### src/assert_macros.svh
// Assertion macros shared by the velocity damping RTL.
`ifndef ASSERT_MACROS_SVH
`define ASSERT_MACROS_SVH
`ifndef SYNTHESIS
// Check prop at every rising clk edge outside reset.
`define VDSC_ASSERT(lbl, prop) \
  lbl: assert property (@(posedge clk) disable iff (!rst_n) prop) \
    else $error("vdsc assertion failed");
// Check prop at every rising clk edge, reset included.
`define VDSC_ASSERT_ALWAYS(lbl, prop) \
  lbl: assert property (@(posedge clk) prop) \
    else $error("vdsc assertion failed");
`else
`define VDSC_ASSERT(lbl, prop)
`define VDSC_ASSERT_ALWAYS(lbl, prop)
`endif
`endif

### src/vdsc_pkg.sv
// Shared types and constants for the velocity damping and speed cap block.
package vdsc_pkg;

  localparam int WORD_BITS  = 32;
  localparam int FRAC_BITS  = 16;
  localparam int LANES      = 3;
  localparam int W2         = 2 * WORD_BITS;
  localparam int LIM_BITS   = WORD_BITS - 1;
  localparam int DECAY_BITS = FRAC_BITS + 1;
  localparam int PROD_BITS  = W2 - FRAC_BITS;
  localparam int IDX_BITS   = 2;

  localparam logic [PROD_BITS-1:0] ONE_FIX = PROD_BITS'(1) << FRAC_BITS;

  typedef enum logic [IDX_BITS-1:0] {
    REG_DAMPING = 2'd0,
    REG_FRAME   = 2'd1,
    REG_LIMIT   = 2'd2
  } cfg_reg_t;

  typedef logic [WORD_BITS-1:0] word_t;
  typedef logic [W2-1:0]        dword_t;

  // Per-item sideband that rides alongside the arithmetic.
  typedef struct packed {
    word_t [LANES-1:0] mag;
    logic [LANES-1:0]  neg;
    logic              last;
    logic              capped;
  } side_t;

  // Token of the square-root chain.
  typedef struct packed {
    dword_t x;
    word_t  rem;
    word_t  root;
    side_t  side;
  } sq_tok_t;

  // Token of the divider chain.
  typedef struct packed {
    word_t             len;
    word_t [LANES-1:0] rem;
    word_t [LANES-1:0] dlo;
    word_t [LANES-1:0] quo;
    logic [LANES-1:0]  neg;
    logic              last;
    logic              capped;
  } div_tok_t;

endpackage

### src/vdsc_sqrt_cell.sv
// One digit step of the pipelined integer square root.
module vdsc_sqrt_cell (
  input  logic              clk,
  input  logic              rst_n,
  input  logic              adv,
  input  logic              in_vld,
  input  vdsc_pkg::sq_tok_t in_tok,
  output logic              out_vld,
  output vdsc_pkg::sq_tok_t out_tok
);

  logic [vdsc_pkg::WORD_BITS+1:0] cur;
  logic [vdsc_pkg::WORD_BITS+1:0] trial;
  logic [vdsc_pkg::WORD_BITS+1:0] diff;
  logic                           ge;
  vdsc_pkg::sq_tok_t              tok_nxt;
  vdsc_pkg::sq_tok_t              tok_r;
  logic                           vld_r;

  always_comb begin
    cur     = {in_tok.rem, in_tok.x[vdsc_pkg::W2-1 -: 2]};
    trial   = {in_tok.root, 2'b01};
    ge      = (cur >= trial);
    diff    = cur - trial;
    tok_nxt = in_tok;
    tok_nxt.x    = in_tok.x << 2;
    tok_nxt.rem  = ge ? diff[vdsc_pkg::WORD_BITS-1:0] : cur[vdsc_pkg::WORD_BITS-1:0];
    tok_nxt.root = {in_tok.root[vdsc_pkg::WORD_BITS-2:0], ge};
  end

  always_ff @(posedge clk) begin
    if (!rst_n) begin
      vld_r <= 1'b0;
    end else if (adv) begin
      vld_r <= in_vld;
    end
  end

  always_ff @(posedge clk) begin
    if (adv) begin
      tok_r <= tok_nxt;
    end
  end

  assign out_vld = vld_r;
  assign out_tok = tok_r;

endmodule

### config.mk
export PLATFORM = sky130hd
export DESIGN_NAME = vdsc_sqrt_cell
export DESIGN_NICKNAME = d
export VERILOG_FILES = /design/src/assert_macros.svh /design/src/vdsc_pkg.sv /design/src/vdsc_sqrt_cell.sv
export SDC_FILE = /design/constraint.sdc
export NUM_CORES = 1
export LEC_CHECK = 0
export BUFFER_PORTS_ARGS = -buffer_cell sky130_fd_sc_hd__buf_2
export CAP_MARGIN = 20
export CORE_AREA = 2 2 182 184
export DETAILED_ROUTE_END_ITERATION = 8
export DIE_AREA = 0 0 184 186
export PLACE_DENSITY = 0.51
export SYNTH_ARGS = -nofsm -noshare
export SYNTH_HDL_FRONTEND = slang
export SYNTH_SLANG_ARGS = --single-unit
export TNS_END_PERCENT = 50
### constraint.sdc
create_clock -name clk -period 7.2 [get_ports clk]
set_input_delay 0.36 -clock clk [delete_from_list [all_inputs] [get_ports clk]]
set_output_delay 0.36 -clock clk [all_outputs]
set_load 0.1 [all_outputs]
# After elaboration in Yosys (flattened, before gate mapping)
# Cells that the tools add are included.
# classes
add_sub_neg,1
n_lt_le_gt_ge,1
muxes,1
# op_table
op,n
>= comparator 34 bit,1
two-way mux 32 bit,1
subtractor 32 bit,1
# word_totals
register_bits,228
input_bits,233
out_inout_bits,230
wordCells,13

# Depth between registers and ports, before layout
# logic_depth
depth_word,2
mapped_depth,12
ltp_nobuf,10

# Worst setup path after synthesis
# No wires, ideal clock.
# synth_timing
kind,input-to-reg
from,in in_tok[104] (netlist name)
to,reg tok_r (netlist bit out_tok[157]) (data pin)
setup_time_ns,0.260
arrival_time_ns,2.566
required_time_ns,6.940
setup_slack_ns,4.374
stages,11
path_buffers,1
cell_sequence,inv_1 > ha_1 > a211oi_1 > nor2_1 > o311ai_1 > a31oi_1 > o21ai_1 > nand4_1 > a31oi_4 > buf_6 > mux2_2
# synth_lines
element,line,source
"start, declared",vdsc_sqrt_cell.sv:7,"input vdsc_pkg::sq_tok_t in_tok,"
"end signal, assigned",vdsc_sqrt_cell.sv:41,tok_r <= tok_nxt;
"end, declared",vdsc_sqrt_cell.sv:17,vdsc_pkg::sq_tok_t tok_r;

==> impl_metrics.ini <==
[routing]
drc = 0
wl_met1_um = 13400
vias = 7338
wl_per_cell_um = 20.3
drt_iter0_drc = 342
wl_um = 33600
met2_length_um = 16500
antenna_left = 0
drtPass1Iterations = 5
via_per_inst = 4.43
met3_length_um = 2590
routed.top_layer = met5

[cells_and_area]
final_net_count = 1492
final_cell_mix = buf_2 (459), edfxtp_1 (227), dlygate4sd3_1 (191), inv_1 (44), ha_1 (34)
final_layout_size_suffix_gt1_share_pct = 43.2
final_common_cell = buf_2
fin_util_pct = 45.7
syn_to_final_growth_pct = 60.2

[clock_network]
cts.reportedPaths.clkPinSlew_ns = 0.06
numCtsBuffers = 28
cts_max_level = 1
cts_resized = 0
cts_tree = yes
cts_buffer_depth = 3
clk_latency_ns = 0.53
root_buffer = clkbuf_16
cts_sinks = 228
cts_hold_buffers = 191
postCtsSetupRepairBufs = 0

[critical_path]
worst_ep_required_time_ns = 7.48
crit_fanout = 22
slowest_delay_ns = 0.52
crit_family = compound AO/OA/AOI/OAI gates
arrival_ns = 3.93
path_cells = dlygate4sd3_1 -> buf_2 -> inv_1 -> ha_1 -> a211oi_1 -> nor2_1 -> o311ai_1 -> a31oi_1 -> o21ai_1 -> nand4_1 -> a31oi_4 -> buf_4 -> mux2_2
cp_slowest_cell = dlygate4sd3_1
start_kind = input pin
path_buf_inv = 4
crit_type = in2reg
setup.worst_path.end_class = flop

[yosys]
synth_ff_type = edfxtp_1
synth-edff-count = 227
ys_async_sr_fraction_pct = 0
synth_cell_types = 59
synth_top_area_share_pct = 74.2
synthCells = 555
yosys.area.top_type = edfxtp_1
synth-seq-area-share_pct = 74.4
yosysWarnings = 0
synth_top_family_by_area = compound AO/OA/AOI/OAI gates
ys_seq_elements = 228
synth_area_sq_um = 9190
synth_area_leaders = edfxtp_1 (74%), ha_1 (4.6%), mux2_2 (2.3%)
postSynthAreaPerCell_sq_um = 16.6
synthXorXnorAreaFrac_pct = 2.48
yosys.area_share.simple_pct = 4.21
synth_mux_area_share_pct = 3.89
synth_adder_area_share_pct = 4.63
synth_compound_area_share_pct = 7.38

[timing]
clock_skew_ns = 0
setup_violations = 0
tns_ns = 0
tightest_slew_ns = 0.963
max_slew_margin_pct = 35.8
report.final.slew_viol_count = 0
fin_crit_ns = 3.64
rsz0062_at_grt = false
finalHoldViolCount = 0
post-route-period-util_pct = 50.6
fmax_ghz = 0.274

[place]
hpwlAfterDp_um = 24500
place.gp.congestion = 0.809
port_buffers = 460

[floorplanning]
die-area_sq_um = 34200
rows = 66
die_w_um = 184
core_area_sq_um = 32200
start_util_pct = 28.5
pin_count = 463
fp.dieH_um = 186

[grt]
overflow = 0
antenna_found_initial = 5
grt_pass1_wl_um = 45800
grt_pass1_vias = 7354
grt_max_degree = 120
grt_use_total_pct = 18.2

[power_and_ir_drop]
powerDensity_nw_per_um2 = 295
ir_drop_mv = 0.166
p_leak_nw = 6.40

[outcome]
status = finished clean

[min_path]
hold_class = in2reg

[flow_run]
cap_violations = 0
-- metal layers --
| metal | vias up | global-route usage [%] |
|---|---|---|
| li1 | 3457 | - |
| met1 | 3510 | 21.6 |
| met2 | 311 | 31.7 |
| met3 | 58 | 4.99 |
| met4 | 2 | 6.59 |
| met5 | - | 0 |
-- sequential cells by signal, indices dropped and copies added, names as in the netlist --
name and cells:
out_vld 1, out_tok 227
-- worst register-to-register path, stage by stage (launching register included) --
cell and delay, ns:
dfxtp_1 0.31, mux2i_1 0.13, nor2b_1 0.06
-- area by class of cell --
class                           instances  area, sq um
Inverter                               44          165
Clock inverter                         19          134
Fill cell                            2906        17500
Multi-Input combinational cell        269         2080
Antenna cell                            4         10.0
Timing Repair Buffer                  654         4250
Sequential cell                       228         6840
Tap cell                              408          510
Clock buffer                           32          737
-- final timing paths --
path	slack, ns	from	depth (start not counted)	end
max	3.56	in_tok[104]	13	out_tok[149]
min	0.04	in_tok[120]	1	out_tok[121]
max reg2reg	6.60	out_vld	2	out_vld
min reg2reg	0.53	out_vld	2	out_vld
-- report_power, final --
part	internal (W)	switching (W)
Combinational	0.000284	0.00110
Sequential	0.00160	0.0000293
Clock	0.000768	0.000564
-- metrics by stage --
step,cells,cell area [sq um],power [W],worst slack (ns),hold slack [ns]
final,1658,14700,0.00434,3.56,0.0401
after global routing,1658,14700,0.00449,3.23,0.0166
after CTS,1654,14700,0.00438,3.48,0.00336
after detailed placement,1412,11900,0.00295,3.46,0.513
after global placement,1412,11900,0.00294,3.52,0.499
after floorplan,556,9200,0.00268,4.37,0.459
-- synth_stat cells, drive strengths merged (4+ instances only) --
library cell  number
nand2             19
xnor2             13
nand3             13
a211oi             6
o21ai             14
nor3               5
buf                8
ha                34
xor2              13
mux2              30
nor2              24
clkbuf             7
a21o              12
a21oi             28
nand4              8
o21bai             4
inv               44
edfxtp           227
-- kinds of logic after synthesis --
logic type	after synthesis
AOI/OAI and AO/OA	93
xor gates and xnor gates	26
other	1
buffers and inverters	59
DFF	228
and+or+nand+nor	82
muxes	32
adders and majority gates	34
Note: power is estimated with default switching activity, not from simulation.
