### src/assert_macros.svh
// Assertion macros shared by the velocity damping RTL.
`ifndef ASSERT_MACROS_SVH
`define ASSERT_MACROS_SVH
`ifndef SYNTHESIS
// Check prop at every rising clk edge outside reset.
`define VDSC_ASSERT(lbl, prop) \
  lbl: assert property (@(posedge clk) disable iff (!rst_n) prop) \
    else $error("vdsc assertion failed");
// Check prop at every rising clk edge, reset included.
`define VDSC_ASSERT_ALWAYS(lbl, prop) \
  lbl: assert property (@(posedge clk) prop) \
    else $error("vdsc assertion failed");
`else
`define VDSC_ASSERT(lbl, prop)
`define VDSC_ASSERT_ALWAYS(lbl, prop)
`endif
`endif

### src/vdsc_pkg.sv
// Shared types and constants for the velocity damping and speed cap block.
package vdsc_pkg;

  localparam int WORD_BITS  = 32;
  localparam int FRAC_BITS  = 16;
  localparam int LANES      = 3;
  localparam int W2         = 2 * WORD_BITS;
  localparam int LIM_BITS   = WORD_BITS - 1;
  localparam int DECAY_BITS = FRAC_BITS + 1;
  localparam int PROD_BITS  = W2 - FRAC_BITS;
  localparam int IDX_BITS   = 2;

  localparam logic [PROD_BITS-1:0] ONE_FIX = PROD_BITS'(1) << FRAC_BITS;

  typedef enum logic [IDX_BITS-1:0] {
    REG_DAMPING = 2'd0,
    REG_FRAME   = 2'd1,
    REG_LIMIT   = 2'd2
  } cfg_reg_t;

  typedef logic [WORD_BITS-1:0] word_t;
  typedef logic [W2-1:0]        dword_t;

  // Per-item sideband that rides alongside the arithmetic.
  typedef struct packed {
    word_t [LANES-1:0] mag;
    logic [LANES-1:0]  neg;
    logic              last;
    logic              capped;
  } side_t;

  // Token of the square-root chain.
  typedef struct packed {
    dword_t x;
    word_t  rem;
    word_t  root;
    side_t  side;
  } sq_tok_t;

  // Token of the divider chain.
  typedef struct packed {
    word_t             len;
    word_t [LANES-1:0] rem;
    word_t [LANES-1:0] dlo;
    word_t [LANES-1:0] quo;
    logic [LANES-1:0]  neg;
    logic              last;
    logic              capped;
  } div_tok_t;

endpackage

### src/vdsc_div_cell.sv
// One quotient bit of the pipelined restoring divider, all three lanes.
module vdsc_div_cell (
  input  logic               clk,
  input  logic               rst_n,
  input  logic               adv,
  input  logic               in_vld,
  input  vdsc_pkg::div_tok_t in_tok,
  output logic               out_vld,
  output vdsc_pkg::div_tok_t out_tok
);

  logic [vdsc_pkg::LANES-1:0][vdsc_pkg::WORD_BITS:0] cur;
  logic [vdsc_pkg::LANES-1:0][vdsc_pkg::WORD_BITS:0] diff;
  logic [vdsc_pkg::LANES-1:0]                        ge;
  vdsc_pkg::div_tok_t                                tok_nxt;
  vdsc_pkg::div_tok_t                                tok_r;
  logic                                              vld_r;

  always_comb begin
    tok_nxt = in_tok;
    for (int l = 0; l < vdsc_pkg::LANES; l++) begin
      cur[l]  = {in_tok.rem[l], in_tok.dlo[l][vdsc_pkg::WORD_BITS-1]};
      ge[l]   = (cur[l] >= {1'b0, in_tok.len});
      diff[l] = cur[l] - {1'b0, in_tok.len};
      tok_nxt.rem[l] = ge[l] ? diff[l][vdsc_pkg::WORD_BITS-1:0]
                             : cur[l][vdsc_pkg::WORD_BITS-1:0];
      tok_nxt.dlo[l] = in_tok.dlo[l] << 1;
      tok_nxt.quo[l] = {in_tok.quo[l][vdsc_pkg::WORD_BITS-2:0], ge[l]};
    end
  end

  always_ff @(posedge clk) begin
    if (!rst_n) begin
      vld_r <= 1'b0;
    end else if (adv) begin
      vld_r <= in_vld;
    end
  end

  always_ff @(posedge clk) begin
    if (adv) begin
      tok_r <= tok_nxt;
    end
  end

  assign out_vld = vld_r;
  assign out_tok = tok_r;

endmodule

### config.mk
export PLATFORM = sky130hd
export DESIGN_NAME = vdsc_div_cell
export DESIGN_NICKNAME = d
export VERILOG_FILES = /design/src/assert_macros.svh /design/src/vdsc_pkg.sv /design/src/vdsc_div_cell.sv
export SDC_FILE = /design/constraint.sdc
export NUM_CORES = 1
export LEC_CHECK = 0
export ABC_CLOCK_PERIOD_IN_PS = 8900
export BUFFER_PORTS_ARGS = -buffer_cell sky130_fd_sc_hd__buf_2
export CELL_PAD_IN_SITES_DETAIL_PLACEMENT = 1
export CELL_PAD_IN_SITES_GLOBAL_PLACEMENT = 2
export CORE_AREA = 2 2 253 255
export DETAILED_ROUTE_END_ITERATION = 10
export DIE_AREA = 0 0 255 257
export GPL_TIMING_DRIVEN = 0
export PLACE_DENSITY_LB_ADDON = 0.25
export SYNTH_ARGS = -nofsm -noshare
export SYNTH_HDL_FRONTEND = slang
export SYNTH_SLANG_ARGS = --single-unit
### constraint.sdc
create_clock -name clk -period 8.9 [get_ports clk]
set_input_delay 0.89 -clock clk [delete_from_list [all_inputs] [get_ports clk]]
set_output_delay 0.89 -clock clk [all_outputs]
set_load 0.02 [all_outputs]
---- After elaboration in Yosys (flattened, before gate mapping) ----
Cells that the tools add are included.
cells by class
  add/subtract/negate cells ............... 3
  order comparisons ....................... 3
  mux-type cells .......................... 3
operators by type and width
  kind              count
  $ge A33 B32 Y1    3
  $mux W32          3
  $sub A32 B32 Y32  3
word-level totals
  register bits ........................... 323
  output and inout port bits .............. 326
  logic and storage cells ................. 23

---- Longest topological paths before layout ----
Gate-level depths: netlist of the first run.
  depth after elaboration ................. 2
  depth in mapped cells ................... 14
  mapped depth without buffers ............ 12

---- Worst setup path before layout of the first run ----
Ideal clock, no wire load.
  path kind ............................... in2reg
  start ................................... input port in_tok[164] (netlist name)
  end ..................................... register tok_r (netlist bit out_tok[255]), data pin
  arrival time ............................ 3.412 ns
  required time ........................... 8.643 ns
  path slack .............................. 5.231 ns
  stages .................................. 12
  buffers on the path ..................... 0
  cell sequence ........................... inv_1 -> ha_1 -> fa_1 -> nor2b_1 -> o21ai_0 -> a21boi_0 -> nor3_1 -> o311ai_2 -> a31oi_1 -> o221a_2 -> or3_1 -> a32o_1
RTL lines
  what                  line                 text
  start, declared       vdsc_div_cell.sv:7   input vdsc_pkg::div_tok_t in_tok,
  end signal, assigned  vdsc_div_cell.sv:42  tok_r <= tok_nxt;
  end, declared         vdsc_div_cell.sv:16  vdsc_pkg::div_tok_t tok_r;

==> impl_metrics.json, run 1 <==
{
  "hold_class": "input port to register",
  "netlist_instances": 1241,
  "fp.dieW_microns": 255,
  "drtIter0Drc": 636,
  "core_sq_um": 62700,
  "cp_max_fo": 10,
  "setup_tns_ps": 0,
  "drt-total-wl_microns": 73400,
  "vias_per_cell": 4.68,
  "crit_path_top_delay_cell": "o21ai_2",
  "cts_sinks": 323,
  "timing.hold.ws_ps": 485,
  "drive_gt1_frac": 0.398,
  "period_needed_ps": 4270,
  "yosys.area.top_type": "edfxtp_1",
  "antenna_found_initial": 31,
  "syn_avg_cell_area_sq_um": 13.0,
  "grt_pass1_vias": 14212,
  "synth_edf_count": 322,
  "area_growth_syn_to_layout_pct": 35.3,
  "finalMaxSlewViolations": 0,
  "clkSlewWorstSetupHoldPaths_ps": 60,
  "endpoint_kind": "register",
  "cp.required_ps": 9190,
  "wl_per_cell_microns": 26.1,
  "synth_area_leaders": "edfxtp_1 60%, ha_1 7.4%, a21oi_1 3.9%",
  "cts.htree.levels": 2,
  "yosysMostFrequentCell": "edfxtp_1",
  "cts_resized": 0,
  "crit_path_frequent_cell": "buf_2",
  "initial_core_util": 0.258,
  "power.density_nw_per_um2": 213,
  "slew_headroom": 0.379,
  "crit_chain": "buf_2 > inv_1 > ha_1 > nand3_1 > o21bai_1 > a211o_1 > and3_1 > o21ai_1 > a21oi_1 > o21ai_2 > buf_2 > buf_2 > a21oi_1",
  "dp_slack_ps": 3940,
  "clk_path_buf_depth": 3,
  "grt_max_degree": 123,
  "ant_nets": 0,
  "crit_family": "compound AO/OA/AOI/OAI gates",
  "rows": 92,
  "hold_buffers": 0,
  "die_h_microns": 257,
  "finalCritPeriodShare": 0.479,
  "crit_arrival_ps": 4560,
  "yosysSeqAreaShare": 0.599,
  "crit_type": "input port to register",
  "dp_hpwl_microns": 61300,
  "fmax_mhz": 234,
  "yosysWarningCount": 0,
  "worst-path-buf-inv": 4,
  "finalSetupViolations": 0,
  "grt_pass1_wl_microns": 102000,
  "cts_made_buffers": 41,
  "slowest_delay_ps": 510,
  "synth_async_sr_flop_share": 0,
  "grt_setup_unrepaired": "no",
  "die-area_sq_um": 65500,
  "insertion_delay_ps": 570,
  "io_buffers": 648,
  "drc": 0,
  "p_leak_nw": 9.52,
  "irDropWorstVdd_uv": 130,
  "postCtsSetupRepairBufs": 0,
  "drt-pass1-iter-count": 4,
  "synth.top_cell.area_share": 0.598,
  "worst_slack_ps": 4630,
  "ys.flop_type": "edfxtp_1",
  "hold_viol": 0,
  "maxCapViolations": 0,
  "fin_nets": 2365,
  "cts-root-buf": "clkbuf_16",
  "finClkSkew_ps": 0,
  "cp-start-kind": "input port",
  "status": "complete, no violations",
  "gp_congestion": 0.891,
  "cts_tree": "yes",
  "yosysUniqueCellTypes": 73,
  "grt_usage": 0.218,
  "synth-seq-cells": 323,
  "yosys-top-cells-count": "322 x edfxtp_1, 126 x a21oi_1, 96 x ha_1",
  "io_pins": 655,
  "grt_overflow": 0,
  "syn_area_sq_um": 16200,
  "vias": 13179,
  "worst_pin_slew_ps": 919
}
==> where the power goes <==
part	total, W	switching [W]	internal, W
clock network	0.00164	0.000690	0.000953
logic	0.00111	0.000710	0.000404
registers	0.00191	0.0000398	0.00187
total	0.00466	0.00144	0.00322
==> final cells by class <==
cell class	instances	area (sq um)
clock buffer	49	1080
inverter	55	206
fill	7064	40900
tap	846	1060
multi-input combinational	829	6070
antenna	5	12.5
clock inverter	22	215
timing repair buffer	651	3340
buffer	36	218
sequential	323	9690
==> layout by cell type (no fill, tap or decap), drive strengths merged, types with 6 or more instances in the layout <==
| master | n |
|---|---|
| clkinv | 16 |
| edfxtp | 322 |
| a21boi | 7 |
| xnor2 | 47 |
| nand2 | 65 |
| nand4 | 20 |
| nor3 | 16 |
| buf | 665 |
| o211ai | 10 |
| clkbuf | 71 |
| mux2 | 46 |
| ha | 96 |
| o21a | 14 |
| a31oi | 13 |
| o21bai | 12 |
| nor2b | 14 |
| nand2b | 7 |
| nor2 | 84 |
| nand3 | 19 |
| and4 | 6 |
| inv | 57 |
| a21oi | 129 |
| a211oi | 6 |
| xor2 | 36 |
| o21ai | 52 |
| a21o | 48 |
| and3 | 6 |
==> logic make-up (layout without fill, tap and decap cells) <==
| family | Yosys count | count (layout) | share of synthesized area |
|---|---|---|---|
| AND/OR/NAND/NOR | 263 | 263 | 0.0784 |
| XOR/XNOR | 83 | 83 | 0.0449 |
| adder cells (fa/ha/maj) | 99 | 99 | 0.0780 |
| flip-flops | 323 | 323 | 0.599 |
| other | 1 | 8 | 0.000232 |
| buffers and inverters | 91 | 813 | 0.0262 |
| multiplexers | 51 | 51 | 0.0414 |
| AO/OA/AOI/OAI | 330 | 330 | 0.132 |
==> final timing paths <==
path                             start                endpoint  slack (ps)  cells after the start
setup / recovery           in_tok[297]  out_tok[214]$_DFFE_PP_        4630                     13
hold / removal               in_tok[5]    out_tok[6]$_DFFE_PP_         480                      1
setup reg to reg  out_vld$_SDFFE_PN0P_    out_vld$_SDFFE_PN0P_        8310                      2
hold reg to reg   out_vld$_SDFFE_PN0P_    out_vld$_SDFFE_PN0P_         530                      2
==> metrics by stage <==
stage | std cells | power (W) | utilization | instance area, sq um
6_report | 2816 | 0.00466 | 0.349 | 21900
2_1_floorplan | 1243 | 0.00259 | - | 16200
4_1_cts | 2811 | 0.00475 | 0.349 | 21900
5_1_grt | 2813 | 0.00488 | 0.349 | 21900
3_5_place_dp | 2740 | 0.00307 | 0.328 | 20600
3_3_place_gp | 2737 | 0.00307 | 0.326 | 20500
==> flip-flops by register name (all words and copies together), names as in the netlist <==
signal	flops
out_vld	1
out_tok	322
==> metal layers <==
metal,vias to the layer above,part of all wire,track usage
li1,6122,-,-
met1,6468,0.37,0.231
met2,424,0.52,0.407
met3,123,0.068,0.0633
met4,42,0.036,0.0736
met5,-,0.0038,0
Power figures use the tool's default switching activity.
==> run 2, diff against run 1 <==
Settings changed: ABC_CLOCK_PERIOD_IN_PS 8900 to 4350.
Clock period 8.9 ns to 4.35 ns, I/O delays scaled along.
==> run 2 against run 1 <==
Hold slack worse by 450 ps; combinational power is 110% higher; sequential power rose by 100%.
==> impl_metrics.json, run 2 (synthesis gave the netlist of run 1 again) <==
{
  "io_buffers": 648,
  "hold_class": "input port to register",
  "fmax_mhz": 263,
  "die_h_microns": 257,
  "cp-start-kind": "input port",
  "cts.htree.levels": 2,
  "vias": 13193,
  "power_frac_comb": 0.239,
  "grt_pass1_vias": 14271,
  "worst_pin_slew_ps": 932,
  "cts-root-buf": "clkbuf_16",
  "dp_hpwl_microns": 61300,
  "die-area_sq_um": 65500,
  "ant_nets": 0,
  "cts_made_buffers": 41,
  "cts_sinks": 323,
  "grt_usage": 0.218,
  "cp.required_ps": 4640,
  "finalCritPeriodShare": 0.875,
  "clkSlewWorstSetupHoldPaths_ps": 60,
  "hold_viol": 0,
  "p_sw_w": 0.00295,
  "cp_max_fo": 10,
  "fp.dieW_microns": 255,
  "slew_headroom": 0.370,
  "grt_pass1_wl_microns": 102000,
  "grt_max_degree": 123,
  "maxCapViolations": 0,
  "drtIter0Drc": 646,
  "finalMaxSlewViolations": 0,
  "area_growth_syn_to_layout_pct": 36.0,
  "io_pins": 655,
  "finalSetupViolations": 0,
  "cts_tree": "yes",
  "status": "complete, no violations",
  "fin_util": 0.351,
  "crit_type": "input port to register",
  "irDropWorstVdd_uv": 267,
  "design_area_sq_um": 22000,
  "setup_tns_ps": 0,
  "gp_congestion": 0.891,
  "drive_gt1_frac": 0.396,
  "power_frac_clock": 0.352,
  "seq_power_share": 0.409,
  "period_needed_ps": 3810,
  "power.density_nw_per_um2": 434,
  "grt_overflow": 0,
  "grt_setup_unrepaired": "no",
  "num-fill-cells": 7059,
  "clk_path_buf_depth": 3,
  "layout_common_cells": "653 x buf_2, 322 x edfxtp_1, 126 x a21oi_1, 96 x ha_1, 84 x nor2_1",
  "power.internal_w": 0.00660,
  "finClkSkew_ps": 0,
  "insertion_delay_ps": 580,
  "drt-pass1-iter-count": 5,
  "rows": 92,
  "initial_core_util": 0.258,
  "swShare": 0.309,
  "wl_per_cell_microns": 25.9,
  "vias_per_cell": 4.66,
  "drc": 0,
  "placed_cell_area_sq_um": 20600,
  "core_sq_um": 62700,
  "largest_register_ffs": 322,
  "endpoint_kind": "register",
  "p_leak_nw": 9.57,
  "mostFrequentLayoutCell": "buf_2",
  "crit_arrival_ps": 4100,
  "antenna_found_initial": 34,
  "timing.hold.ws_ps": 30.2,
  "drt-total-wl_microns": 73400,
  "fin_nets": 2377
}
-- run 2: final cells by class --
type,instances,area (sq um),area share
Multi-Input combinational cell,829,6070,0.276
Buffer,36,218,0.00989
Tap cell,846,1060,0.0481
Clock buffer,49,1080,0.0490
Sequential cell,323,9690,0.440
Clock inverter,22,215,0.00978
Inverter,55,206,0.00938
Timing Repair Buffer,663,3460,0.157
Antenna cell,6,15.0,0.000682
-- run 2: final timing paths --
check,startpoint,endpoint,slack [ps],depth (start not counted)
hold reg to reg,out_vld$_SDFFE_PN0P_,out_vld$_SDFFE_PN0P_,530,2
setup / recovery,in_tok[297],out_tok[214]$_DFFE_PP_,540,13
setup reg to reg,out_vld$_SDFFE_PN0P_,out_vld$_SDFFE_PN0P_,3750,2
hold / removal,in_tok[101],out_tok[102]$_DFFE_PP_,30,1
-- run 2: power groups by stage --
stage	registers [W]	logic (W)	clock network, W
2_1_floorplan	0.00439	0.000902	0
3_3_place_gp	0.00399	0.00229	0
3_5_place_dp	0.00396	0.00231	0
4_1_cts	0.00391	0.00233	0.00349
5_1_grt	0.00394	0.00247	0.00359
6_report	0.00390	0.00228	0.00336
-- run 2: stage by stage --
| stage | setup WS, ps | power, W | std cells |
|---|---|---|---|
| finish | 544 | 0.00955 | 2829 |
| global route | 380 | 0.00999 | 2825 |
| CTS | 454 | 0.00973 | 2823 |
| detailed placement | -159 | 0.00627 | 2740 |
| global placement | -2250 | 0.00628 | 2737 |
| floorplan | 1140 | 0.00529 | 1243 |
-- run 2: what timing repair did --
action | in CTS | in global routing
resized for setup | 0 | 0
setup buffers | 0 | 0
hold endpoints to repair | 12 | 0
hold buffers | 12 | 0
-- run 2: metal layers --
layer  GRT usage  vias to the layer above  wire, microns
met1       0.232                     6442          27200
met4      0.0734                       44           2630
met5           0                        -            284
met2       0.408                      428          38300
met3      0.0629                      125           4960
li1            -                     6154              -
-- run 2: worst max-delay path: stages --
cell      delay (ps)
buf_2             90
inv_1            110
ha_1             390
nand3_1          280
o21bai_1         300
a211o_1          350
and3_1           220
o21ai_1          330
a21oi_1          180
o21ai_2          520
buf_2            420
buf_2            340
a21oi_1          120
==> run 3, diff against run 2 <==
Settings changed: ABC_CLOCK_PERIOD_IN_PS 4350 to 3200, CELL_PAD_IN_SITES_DETAIL_PLACEMENT 1 to 0, CELL_PAD_IN_SITES_GLOBAL_PLACEMENT 2 to 1, CORE_AREA 2 2 253 255 to 2 2 256 258, DIE_AREA 0 0 255 257 to 0 0 258 260.
Clock period 4.35 ns to 3.2 ns, I/O delays scaled along.
==> run 3 against run 2 <==
Total power is 37% higher; sequential cell count unchanged; via count grew 6.0%; critical path depth up 1; hold slack improved by 27 ps; count of clock-buffer cells in the layout down 1; die area increased by 2.4%; global-route usage down 1.1 points; critical path type unchanged; critical endpoint is now out_tok[273]$_DFFE_PP_; highest routed layer unchanged.
==> impl_metrics.json, run 3 (synthesis gave the netlist of run 1 again) <==
{
  "grt.met1_usage": 0.212,
  "grt_usage": 0.207,
  "rows": 93,
  "cp.required_ps": 3500,
  "crit_path_top_delay_cell": "ha_1",
  "drt-pass1-iter-count": 5,
  "crit_path_frequent_cell": "a21o_1",
  "hold_viol": 0,
  "antenna_found_initial": 25,
  "grt_use_met2": 0.386,
  "cts_sinks": 323,
  "insertion_delay_ps": 560,
  "power_w": 0.0131,
  "grt_pass1_vias": 14510,
  "cp_max_fo": 10,
  "crit_chain": "buf_2 > inv_1 > ha_1 > a21o_1 > a21o_1 > a21oi_2 > nor2b_2 > a211oi_4 > a221oi_4 > o211ai_1 > a41o_1 > buf_6 > buf_12 > mux2_4",
  "finalSetupViolations": 0,
  "worst_pin_slew_ps": 848,
  "grt_util_met3": 0.0652,
  "timing.hold.ws_ps": 56.9,
  "layout_common_cells": "652 x buf_2, 322 x edfxtp_1, 221 x dlygate4sd3_1, 122 x a21oi_1, 93 x ha_1",
  "slowest_delay_ps": 350,
  "cts_tree": "yes",
  "grt_pass1_wl_microns": 100000,
  "cts-root-buf": "clkbuf_16",
  "period_needed_ps": 3120,
  "fin_nets": 2589,
  "finalMaxSlewViolations": 0,
  "clk_path_buf_depth": 3,
  "drt-total-wl_microns": 72400,
  "setup_tns_ps": 0,
  "grt_max_degree": 119,
  "crit_type": "input port to register",
  "p_leak_nw": 10.5,
  "endpoint_kind": "register",
  "worstSetupStartpoint": "in_tok[303]",
  "irDropWorstVdd_uv": 312,
  "grt_setup_unrepaired": "yes",
  "cp-start-kind": "input port",
  "die_h_microns": 260,
  "drc": 0,
  "mostFrequentLayoutCell": "buf_2",
  "maxCapViolations": 0,
  "core_sq_um": 64100,
  "clkSlewWorstSetupHoldPaths_ps": 60,
  "area_growth_syn_to_layout_pct": 49.8,
  "ant_nets": 0,
  "dp_hpwl_microns": 58500,
  "initial_core_util": 0.252,
  "vias": 13986,
  "slew_headroom": 0.429,
  "gp_congestion": 0.875,
  "min_path_cells": 1,
  "fp.dieW_microns": 258,
  "drtIter0Drc": 864,
  "reg2reg_to": "out_vld$_SDFFE_PN0P_",
  "die-area_sq_um": 67100,
  "finClkSkew_ps": 0,
  "largest_register_ffs": 322,
  "hold_class": "input port to register",
  "vias_per_cell": 4.58,
  "grt_overflow": 0,
  "fmax_mhz": 321,
  "reg2regPathDepth": 2,
  "power.density_nw_per_um2": 541,
  "io_pins": 655,
  "status": "complete, no violations",
  "grt_busiest_layer": "met2",
  "r2r-start": "out_vld$_SDFFE_PN0P_",
  "io_buffers": 648,
  "wl_per_cell_microns": 23.7,
  "finalCritPeriodShare": 0.975,
  "cts.htree.levels": 2,
  "holdPathEnd": "out_tok[312]$_DFFE_PP_",
  "cts_made_buffers": 40,
  "hp-start": "in_tok[312]",
  "drive_gt1_frac": 0.370,
  "ff2ff_setup_slack_ps": 2600,
  "crit_arrival_ps": 3420
}
-- run 3: cell count changes in the layout (fill, tap and decap cells not counted), moves of 4 or more --
| cell | delta |
|---|---|
| buf_4 | +7 |
| a21oi_1 | -4 |
| dlygate4sd3_1 | +209 |
| diode_2 | +7 |
| clkbuf_1 | -4 |
| a21oi_2 | +4 |
-- run 3: worst max-delay path by stage --
| stage | depth (start not counted) | end |
|---|---|---|
| CTS | 14 | out_tok[273]$_DFFE_PP_ |
| floorplan | 12 | out_tok[255]$_DFFE_PP_ |
| detailed placement | 13 | out_tok[217]$_DFFE_PP_ |
| global route | 14 | out_tok[273]$_DFFE_PP_ |
| global placement | 3 | out_vld$_SDFFE_PN0P_ |
| finish | 14 | out_tok[273]$_DFFE_PP_ |
-- run 3: where the power goes --
part           internal (W)  switching [W]
Clock               0.00255        0.00190
Combinational       0.00132        0.00203
Sequential          0.00519       0.000113
Total               0.00906        0.00405
-- run 3: metrics by stage --
step	area, sq um	util	worst slack (ps)	cells
3_5_place_dp	20600	0.321	-1240	2749
2_1_floorplan	16200	-	101	1243
4_1_cts	24100	0.376	16.1	3044
3_3_place_gp	20500	0.320	-3250	2746
6_report	24200	0.378	81.0	3057
5_1_grt	24200	0.378	-39.8	3051
-- run 3: layout make-up --
| class | instances | area [sq um] |
|---|---|---|
| Buffer | 34 | 216 |
| Clock buffer | 48 | 1030 |
| Tap cell | 855 | 1070 |
| Clock inverter | 22 | 205 |
| Antenna cell | 13 | 32.5 |
| Sequential cell | 323 | 9690 |
| Fill cell | 6396 | 39900 |
| Timing Repair Buffer | 878 | 5600 |
| Inverter | 55 | 210 |
| Multi-Input combinational cell | 829 | 6180 |
-- run 3: routing by layer --
metal | up-vias | wire length, microns
met5 | - | 170
met3 | 126 | 5230
met1 | 6759 | 25900
met4 | 28 | 3150
li1 | 6588 | -
met2 | 485 | 38000
-- run 3: what timing repair did --
item                                    CTS  global route
setup buffers                             4             2
hold buffers                            221             0
endpoints found under the hold margin   221             0
pin swaps                                 4             4
gates resized for setup                  15            17
endpoints found under the setup margin   96            56
gates cloned                              0             0
-- run 3: worst max-delay path, delay by kind of cell --
| kind | cells | cell delay, ps |
|---|---|---|
| adder cells (fa/ha/maj) | 1 | 350 |
| multiplexers | 1 | 330 |
| AO/OA/AOI/OAI | 7 | 1480 |
| buffers and inverters | 4 | 630 |
| AND/OR/NAND/NOR | 1 | 260 |
